**config.mk**
```make
export PLATFORM = sky130hd
export DESIGN_NAME = outstanding_message_slot_table_unit
export DESIGN_NICKNAME = d
export VERILOG_FILES = /design/src/hdl/omst_pkg.sv /design/src/hdl/omst_ctrl.sv /design/src/hdl/omst_datapath.sv /design/src/hdl/outstanding_message_slot_table_unit.sv
export SDC_FILE = /design/constraint.sdc
export NUM_CORES = 1
export LEC_CHECK = 0
export BUFFER_PORTS_ARGS = -buffer_cell sky130_fd_sc_hd__buf_4
export CAP_MARGIN = 20
export CELL_PAD_IN_SITES_DETAIL_PLACEMENT = 1
export CELL_PAD_IN_SITES_GLOBAL_PLACEMENT = 2
export CORE_AREA = 2 2 152 154
export CTS_CLUSTER_DIAMETER = 200
export DETAILED_ROUTE_END_ITERATION = 12
export DIE_AREA = 0 0 154 156
export HOLD_SLACK_MARGIN = 0.08
export PLACE_DENSITY_LB_ADDON = 0.1
export SLEW_MARGIN = 5
export SYNTH_ARGS = -nofsm -noshare
export SYNTH_HDL_FRONTEND = slang
export SYNTH_SLANG_ARGS = --single-unit
```
**constraint.sdc**
```tcl
create_clock -name clk -period 4.75 [get_ports clk]
set_input_delay 0.7125 -clock clk [delete_from_list [all_inputs] [get_ports clk]]
set_output_delay 0.7125 -clock clk [all_outputs]
set_load 0.005 [all_outputs]
```
**src/hdl/omst_pkg.sv**
```systemverilog
// ----------------------------------------------------------------------------
// omst_pkg
// Shared types, request and slot state codes, and helper functions for the
// outstanding message slot table.
// ----------------------------------------------------------------------------
package omst_pkg;

  localparam int MAX_SLOTS = 8;
  localparam int DEF_SLOTS = 8;
  localparam int IDX_W     = 3;
  localparam int CNT_W     = 4;
  localparam int TRANS_W   = 16;
  localparam int REQ_W     = 3;

  localparam logic [CNT_W-1:0] CFG_RESET = 4'd8;

  localparam logic [REQ_W-1:0] REQ_ALLOC   = 3'd0;
  localparam logic [REQ_W-1:0] REQ_MATCH   = 3'd1;
  localparam logic [REQ_W-1:0] REQ_SEND    = 3'd2;
  localparam logic [REQ_W-1:0] REQ_RELEASE = 3'd3;
  localparam logic [REQ_W-1:0] REQ_ABORT   = 3'd4;

  localparam logic [1:0] ST_UNUSED = 2'd0;
  localparam logic [1:0] ST_PEND   = 2'd1;
  localparam logic [1:0] ST_TX     = 2'd2;

  typedef logic [MAX_SLOTS-1:0] slot_mask_t;

  typedef struct packed {
    logic load_req;
    logic step;
  } dp_cmd_t;

  typedef struct packed {
    logic out_free;
    logic step_last;
  } dp_status_t;

  // priority encoder, lowest set bit wins
  function automatic logic [IDX_W-1:0] lowest_idx(input slot_mask_t m);
    logic [IDX_W-1:0] idx;
    idx = '0;
    for (int i = MAX_SLOTS - 1; i >= 0; i--) begin
      if (m[i]) idx = IDX_W'(i);
    end
    return idx;
  endfunction

  function automatic slot_mask_t idx_onehot(input logic [IDX_W-1:0] idx);
    return slot_mask_t'(1) << idx;
  endfunction

endpackage

```
**src/hdl/omst_ctrl.sv**
```systemverilog
// ----------------------------------------------------------------------------
// omst_ctrl
// Sequencer: takes one request word, then steps the datapath until the last
// result word of that request has been loaded into the output register.
// ----------------------------------------------------------------------------
module omst_ctrl (
  input  logic                clk,
  input  logic                rst_n,
  input  logic                in_valid,
  output logic                in_stall,
  input  omst_pkg::dp_status_t status,
  output omst_pkg::dp_cmd_t    cmd
);

  localparam logic S_IDLE = 1'b0;
  localparam logic S_EXEC = 1'b1;

  logic state_r;
  logic state_nxt;

  always_comb begin
    state_nxt    = state_r;
    cmd.load_req = 1'b0;
    cmd.step     = 1'b0;
    unique case (state_r)
      S_IDLE: begin
        if (in_valid) begin
          cmd.load_req = 1'b1;
          state_nxt    = S_EXEC;
        end
      end
      S_EXEC: begin
        if (status.out_free) begin
          cmd.step = 1'b1;
          if (status.step_last) state_nxt = S_IDLE;
        end
      end
      default: state_nxt = S_IDLE;
    endcase
  end

  assign in_stall = (state_r != S_IDLE);

  always_ff @(posedge clk) begin
    if (!rst_n) begin
      state_r <= S_IDLE;
    end else begin
      state_r <= state_nxt;
    end
  end

endmodule

```
**src/hdl/omst_datapath.sv**
```systemverilog
// ----------------------------------------------------------------------------
// omst_datapath
// Slot table, request register, priority encoders and output register.
// One step performs one request, or frees one slot of an abort-all.
// ----------------------------------------------------------------------------
module omst_datapath #(
  parameter int SLOTS = omst_pkg::DEF_SLOTS
) (
  input  logic                              clk,
  input  logic                              rst_n,
  input  logic                              cfg_wr_en,
  input  logic [omst_pkg::CNT_W-1:0]        cfg_wr_data,
  input  logic [omst_pkg::REQ_W-1:0]        in_req_type,
  input  logic [omst_pkg::TRANS_W-1:0]      in_trans_number,
  input  logic                              in_is_command,
  input  logic [omst_pkg::IDX_W-1:0]        in_slot_sel,
  input  logic                              in_out_room,
  output logic                              out_valid,
  input  logic                              out_stall,
  output logic                              out_found,
  output logic [omst_pkg::IDX_W-1:0]        out_slot_index,
  output logic                              out_error_code,
  output logic                              out_last,
  input  omst_pkg::dp_cmd_t                 cmd,
  output omst_pkg::dp_status_t              status
);

  // only the first eight slots can ever be addressed
  localparam int TBL = (SLOTS < omst_pkg::MAX_SLOTS) ? SLOTS : omst_pkg::MAX_SLOTS;
  localparam logic [omst_pkg::CNT_W-1:0] TBL_N = omst_pkg::CNT_W'(TBL);

  logic [omst_pkg::CNT_W-1:0]   cfg_r;
  logic [omst_pkg::IDX_W-1:0]   cur_r, cur_nxt;
  logic [omst_pkg::REQ_W-1:0]   req_type_r;
  logic [omst_pkg::TRANS_W-1:0] trans_r;
  logic                         is_cmd_r;
  logic [omst_pkg::IDX_W-1:0]   sel_r;
  logic                         room_r;

  logic [1:0]                   slot_state_r [TBL];
  logic [omst_pkg::TRANS_W-1:0] slot_trans_r [TBL];
  logic                         slot_cmd_r   [TBL];

  logic                         out_valid_r, out_valid_nxt;
  logic                         found_r;
  logic [omst_pkg::IDX_W-1:0]   idx_r;
  logic                         err_r;
  logic                         last_r;

  logic [omst_pkg::CNT_W-1:0]   n_cnt;
  omst_pkg::slot_mask_t         act, used, pend, tx, hit, free_m, ge_m, pend_hi;
  omst_pkg::slot_mask_t         alloc_oh, tx_oh, clr_oh, cur_oh, sel_oh, ab_oh;
  logic [omst_pkg::IDX_W-1:0]   start, pick, ab_idx, free_idx;
  logic                         cur_tx;

  logic                         res_found, res_err, res_last;
  logic [omst_pkg::IDX_W-1:0]   res_idx;

  // effective slot count, clamped to 1..TBL
  always_comb begin
    if (cfg_r == '0) n_cnt = omst_pkg::CNT_W'(1);
    else if (cfg_r > TBL_N) n_cnt = TBL_N;
    else n_cnt = cfg_r;
  end

  genvar g;
  for (g = 0; g < omst_pkg::MAX_SLOTS; g++) begin : g_mask
    assign act[g]  = (omst_pkg::CNT_W'(g) < n_cnt);
    assign ge_m[g] = (omst_pkg::IDX_W'(g) >= start);
    if (g < TBL) begin : g_live
      assign used[g] = act[g] && (slot_state_r[g] != omst_pkg::ST_UNUSED);
      assign pend[g] = act[g] && (slot_state_r[g] == omst_pkg::ST_PEND);
      assign tx[g]   = act[g] && (slot_state_r[g] == omst_pkg::ST_TX);
      assign hit[g]  = used[g] && slot_cmd_r[g] && (slot_trans_r[g] == trans_r);
    end else begin : g_pad
      assign used[g] = 1'b0;
      assign pend[g] = 1'b0;
      assign tx[g]   = 1'b0;
      assign hit[g]  = 1'b0;
    end
  end

  assign free_m   = act & ~used;
  assign free_idx = omst_pkg::lowest_idx(free_m);
  assign cur_oh   = omst_pkg::idx_onehot(cur_r);
  assign sel_oh   = omst_pkg::idx_onehot(sel_r);
  assign cur_tx   = |(tx & cur_oh);
  assign start    = (({1'b0, cur_r} + omst_pkg::CNT_W'(1)) >= n_cnt) ? '0 : cur_r + 1'b1;
  // round-robin: first pending at or after start, else wrap to lowest pending
  assign pend_hi  = pend & ge_m;
  assign pick     = (|pend_hi) ? omst_pkg::lowest_idx(pend_hi) : omst_pkg::lowest_idx(pend);
  assign ab_idx   = omst_pkg::lowest_idx(used);
  assign ab_oh    = omst_pkg::idx_onehot(ab_idx);

  always_comb begin
    res_found = 1'b0;
    res_idx   = '0;
    res_err   = 1'b0;
    res_last  = 1'b1;
    alloc_oh  = '0;
    tx_oh     = '0;
    clr_oh    = '0;
    cur_nxt   = cur_r;
    case (req_type_r)
      omst_pkg::REQ_ALLOC: begin
        if (|free_m) begin
          res_found = 1'b1;
          res_idx   = free_idx;
          alloc_oh  = omst_pkg::idx_onehot(free_idx);
        end
      end
      omst_pkg::REQ_MATCH: begin
        if (|hit) begin
          res_found = 1'b1;
          res_idx   = omst_pkg::lowest_idx(hit);
        end
      end
      omst_pkg::REQ_SEND: begin
        if (cur_tx) begin
          res_idx = cur_r;
        end else if (|pend) begin
          cur_nxt = pick;
          res_idx = pick;
          if (room_r) begin
            res_found = 1'b1;
            tx_oh     = omst_pkg::idx_onehot(pick);
          end else begin
            res_err = 1'b1;
          end
        end else begin
          cur_nxt = start;
          res_idx = start;
        end
      end
      omst_pkg::REQ_RELEASE: begin
        res_idx   = sel_r;
        res_found = |(used & sel_oh);
        clr_oh    = sel_oh & act;
      end
      omst_pkg::REQ_ABORT: begin
        // one slot per step, last once nothing else remains in use
        if (|used) begin
          res_found = 1'b1;
          res_idx   = ab_idx;
          clr_oh    = ab_oh;
          res_last  = ((used & ~ab_oh) == '0);
        end
      end
      default: ;
    endcase
  end

  for (g = 0; g < TBL; g++) begin : g_slot
    logic [1:0] state_nxt;
    always_comb begin
      state_nxt = slot_state_r[g];
      if (cmd.step) begin
        if (alloc_oh[g]) state_nxt = omst_pkg::ST_PEND;
        else if (tx_oh[g]) state_nxt = omst_pkg::ST_TX;
        else if (clr_oh[g]) state_nxt = omst_pkg::ST_UNUSED;
      end
    end
    always_ff @(posedge clk) begin
      if (!rst_n) begin
        slot_state_r[g] <= omst_pkg::ST_UNUSED;
      end else begin
        slot_state_r[g] <= state_nxt;
      end
    end
    always_ff @(posedge clk) begin
      if (cmd.step && alloc_oh[g]) begin
        slot_trans_r[g] <= trans_r;
        slot_cmd_r[g]   <= is_cmd_r;
      end
    end
  end

  assign out_valid_nxt = cmd.step ? 1'b1 : (out_valid_r && out_stall);

  always_ff @(posedge clk) begin
    if (!rst_n) begin
      cfg_r       <= omst_pkg::CFG_RESET;
      cur_r       <= '0;
      out_valid_r <= 1'b0;
    end else begin
      if (cfg_wr_en) cfg_r <= cfg_wr_data;
      if (cmd.step) cur_r <= cur_nxt;
      out_valid_r <= out_valid_nxt;
    end
  end

  always_ff @(posedge clk) begin
    if (cmd.load_req) begin
      req_type_r <= in_req_type;
      trans_r    <= in_trans_number;
      is_cmd_r   <= in_is_command;
      sel_r      <= in_slot_sel;
      room_r     <= in_out_room;
    end
    if (cmd.step) begin
      found_r <= res_found;
      idx_r   <= res_idx;
      err_r   <= res_err;
      last_r  <= res_last;
    end
  end

  assign status.out_free  = !out_valid_r || !out_stall;
  assign status.step_last = res_last;

  assign out_valid      = out_valid_r;
  assign out_found      = found_r;
  assign out_slot_index = idx_r;
  assign out_error_code = err_r;
  assign out_last       = last_r;

endmodule

```
**src/hdl/outstanding_message_slot_table_unit.sv**
```systemverilog
// ----------------------------------------------------------------------------
// outstanding_message_slot_table_unit
// Table of up to eight message slots (unused, pending, transmitting) with
// allocate, match, round-robin send-next, release and abort-all requests.
// A request word is loaded into the request register in the idle state and
// executed in the exec state; abort-all gives one result word per freed slot,
// one per cycle while the output is not stalled, or a single word when no
// slot is in use. The output register lets the sequencer stall only when a
// result cannot be loaded. Slot count may be written through
// cfg_wr_en/cfg_wr_data only while no request is open.
// ----------------------------------------------------------------------------
module outstanding_message_slot_table_unit #(
  parameter int SLOTS = omst_pkg::DEF_SLOTS
) (
  input  logic                          clk,
  input  logic                          rst_n,
  input  logic                          cfg_wr_en,
  input  logic [omst_pkg::CNT_W-1:0]    cfg_wr_data,
  input  logic                          in_valid,
  output logic                          in_stall,
  input  logic [omst_pkg::REQ_W-1:0]    in_req_type,
  input  logic [omst_pkg::TRANS_W-1:0]  in_trans_number,
  input  logic                          in_is_command,
  input  logic [omst_pkg::IDX_W-1:0]    in_slot_sel,
  input  logic                          in_out_room,
  output logic                          out_valid,
  input  logic                          out_stall,
  output logic                          out_found,
  output logic [omst_pkg::IDX_W-1:0]    out_slot_index,
  output logic                          out_error_code,
  output logic                          out_last
);

  omst_pkg::dp_cmd_t    cmd;
  omst_pkg::dp_status_t status;

  omst_ctrl u_ctrl (
    .clk      (clk),
    .rst_n    (rst_n),
    .in_valid (in_valid),
    .in_stall (in_stall),
    .status   (status),
    .cmd      (cmd)
  );

  omst_datapath #(
    .SLOTS (SLOTS)
  ) u_dp (
    .clk             (clk),
    .rst_n           (rst_n),
    .cfg_wr_en       (cfg_wr_en),
    .cfg_wr_data     (cfg_wr_data),
    .in_req_type     (in_req_type),
    .in_trans_number (in_trans_number),
    .in_is_command   (in_is_command),
    .in_slot_sel     (in_slot_sel),
    .in_out_room     (in_out_room),
    .out_valid       (out_valid),
    .out_stall       (out_stall),
    .out_found       (out_found),
    .out_slot_index  (out_slot_index),
    .out_error_code  (out_error_code),
    .out_last        (out_last),
    .cmd             (cmd),
    .status          (status)
  );

endmodule

```
==> results_dict.tcl <==
set metrics [dict create \
    status "finished clean" \
    hold_depth 1 \
    dp.final_hpwl_mm 20.3 \
    routed-wl-met2_mm 13.7 \
    path_cells "ha_1 -> ha_1 -> inv_1 -> ha_1 -> or4_4 -> a21oi_1 -> o2111ai_1 -> a211oi_1 -> nand4_1 -> a2bb2oi_2 -> nor3_1 -> a31oi_1" \
    synth.yosys.warnings 0 \
    min_period_ns 3.98 \
    io_buffers 40 \
    start_util_pct 42.3 \
    cp_num_buf_inv 1 \
    synth_edf_count 166 \
    overflow 0 \
    vias 6698 \
    drcViolationCount 0 \
    drtAntennaViolNets 0 \
    die_w_um 154 \
    crit_required_ns 5.05 \
    insertion_delay_ns 0.44 \
    rsz0062_at_grt "no" \
    critPathMaxStageDelay_ns 0.56 \
    wl_per_cell_um 24.7 \
    p_leak_nw 3.56 \
    place_area_um2 10200 \
    clock_skew_ns 0.0237 \
    setup_violations 0 \
    grt_max_degree 24 \
    antennaDiodeCount 0 \
    post_cts_resize_count 0 \
    startpoint_type "flop" \
    holdPathEnd "u_dp.trans_r[3]" \
    hp-start "in_trans_number[3]" \
    wl_mm 27.9 \
    whs_ns 0.439 \
    dieArea_um2 24000 \
    first_global_vias 7057 \
    synth-seq-area-share_pct 57.9 \
    drtIter0Drc 614 \
    max_cap_viol_count 0 \
    reg2reg_to "u_dp.cur_r[0]" \
    die_h_um 156 \
    htree_levels 4 \
    critPathMaxFanout 8 \
    crit_family "compound AO/OA/AOI/OAI gates" \
    rr_startpoint "u_dp.cur_r[0]" \
    dp_slack_ns 0.806 \
    slew_viol_final 0 \
    vias_per_cell 5.92 \
    async_flop_share_pct 0 \
    synthCells 779 \
    slew_headroom_pct 34.1 \
    cts_hold_buf 0 \
    num_rows 55 \
    fmax_mhz 251 \
    slowest_stage "or4_4" \
    cts_inserted_buffers 17 \
    path_class "reg2reg" \
    post-route-period-util_pct 83.9 \
    grt_usage_pct 24.0 \
    wl_met1_mm 12.0 \
    clkTransAtPathRegs_ns 0.09 \
    place_congestion 0.918 \
    tightest_slew_ns 0.986 \
    drt-pass1-iter-count 5 \
    layout-drive-gt1-share_pct 16.1 \
    worst_r2r_path_depth 12 \
    arrival_ns 4.29 \
    r2r_slack_ns 0.77 \
    area_delta_synth_final_pct 14.5 \
    cts.sinks 191 \
    cts-root-buf "clkbuf_16" \
    ys.flop_type "edfxtp_1" \
    num_io_pins 41 \
    fin_area_um2 10800 \
    cts_setup_buffers 0 \
    worstHoldPathType "in2reg" \
    antenna_found_initial 0 \
    final_util_pct 48.5 \
    fin_ws_ns 0.765 \
    cts_buffer_depth 2 \
    ys_types 84 \
    ir_drop_uv 235 \
    nets 877 \
    core_um2 22400 \
    end_kind "flop" \
    top_layer "met4" \
    avgSynthCellArea_um2 12.2 \
    grt_pass1_wl_mm 43.3 \
    powerDensity_nw_per_um2 338 \
    met3_wirelength_mm 1.04 \
    finalHoldViolCount 0 \
    worst_path_most_repeated_cell "ha_1" \
    ys_seq_elements 191 \
    cts_tree "yes" \
    finalSetupTns_ns 0 \
    syn_area_um2 9470 \
    syn_nets 822 \
]
## cells in the final DEF, fill, tap and decap left out, types with 6 or more instances in the layout
cell type and instances:
a21o_1 6, a21oi_1 22, buf_4 71, clkbuf_16 17, clkinv_8 7, dfxtp_1 25
edfxtp_1 166, ha_1 10, inv_1 14, nand2_1 40, nand2b_1 10, nand3_1 19
nand4_1 28, nor2_1 47, nor2b_1 6, nor3_1 27, nor3b_1 6, nor4_1 14
o211ai_1 12, o21ai_0 28, o22ai_1 6, o31ai_1 7, xnor2_1 97, xor2_1 31
## worst max-delay path by stage
| stage | slack, ns | cells past startpoint | from | end |
|---|---|---|---|---|
| 5_1_grt | 0.45 | 11 | u_dp.cur_r[0] | u_dp.cur_r[0] |
| 3_3_place_gp | 0.71 | 12 | u_dp.cur_r[0] | u_dp.cur_r[0] |
| 4_1_cts | 0.76 | 12 | u_dp.cur_r[0] | u_dp.cur_r[0] |
| 6_report | 0.77 | 12 | u_dp.cur_r[0] | u_dp.cur_r[0] |
| 3_5_place_dp | 0.81 | 12 | u_dp.cur_r[0] | u_dp.cur_r[0] |
| 2_1_floorplan | 0.98 | 7 | u_dp.cfg_r[3] | u_dp.slot_cmd_r[1][1] |
## cell usage after synthesis (4+ instances only)
cell type / instances / area [um^2]
nor4_1: 15 / 93.8
o21a_1: 5 / 37.5
nor3b_1: 6 / 45.0
dfxtp_1: 25 / 500
o21ai_0: 28 / 140
ha_1: 10 / 125
nor3_1: 31 / 155
a21boi_0: 4 / 30.0
o31ai_1: 7 / 52.6
edfxtp_1: 166 / 4980
mux2i_1: 4 / 40.0
inv_1: 14 / 52.6
or2_2: 4 / 25.0
nor2b_1: 7 / 43.8
a211oi_1: 5 / 37.5
xor2_1: 31 / 272
xnor2_1: 97 / 850
nand4_1: 28 / 175
a21oi_1: 22 / 110
nand2_1: 40 / 150
nor2_1: 47 / 176
nand2b_1: 10 / 62.6
o211ai_1: 12 / 90.1
and2_1: 5 / 31.3
nand3b_1: 5 / 37.5
nand4b_1: 5 / 43.8
a21o_1: 6 / 45.0
nand3_1: 19 / 95.1
clkbuf_1: 28 / 105
o22ai_1: 6 / 37.5
a31oi_1: 5 / 31.3
## worst register-to-register path, stage by stage, from the launching register on
cell and delay (ns):
dfxtp_1 0.35, ha_1 0.23, ha_1 0.35, inv_1 0.11, ha_1 0.25, or4_4 0.56, a21oi_1 0.29, o2111ai_1 0.19
a211oi_1 0.38, nand4_1 0.18, a2bb2oi_2 0.43, nor3_1 0.17, a31oi_1 0.37
## report_power, final
part	internal [mW]	switching (mW)
Sequential	1.85	0.0480
Combinational	0.113	0.177
Clock	0.721	0.752
## area by class of cell
cell class	count	area, um^2
Sequential cell	191	5490
Fill cell	2339	11500
Clock buffer	18	429
Inverter	15	56.3
Timing Repair Buffer	71	533
Multi-Input combinational cell	538	3810
Tap cell	285	357
Clock inverter	14	183
## cells by family after synthesis
family                     count (synthesis)  synth area share, %
AOI/OAI and AO/OA                        152                 12.1
DFF                                      191                 57.9
muxes                                      6                0.898
xor gates and xnor gates                 128                 11.8
buffers and inverters                     50                 2.21
and+or+nand+nor                          242                 13.7
adders and majority gates                 10                 1.32
## flip-flops by register name, summed over array words and instances (netlist names), 4 cells and up
name,count
u_dp.trans_r,16
u_dp.cfg_r,4
u_dp.slot_trans_r,128
u_dp.slot_cmd_r,8
u_dp.slot_state_r,16
## routing by layer
metal / vias to the layer above / track usage (%)
met5: - / 0
met4: 0 / 11.2
met3: 66 / 2.78
met2: 204 / 41.4
met1: 3366 / 30.4
li1: 3062 / -
## metrics by stage
step           cells  power [mW]
6_report        1132        3.66
4_1_cts         1132        3.70
5_1_grt         1132        3.79
3_5_place_dp    1100        2.23
2_1_floorplan    779        2.10
3_3_place_gp    1100        2.22
Note: power is estimated with default switching activity, not from simulation.
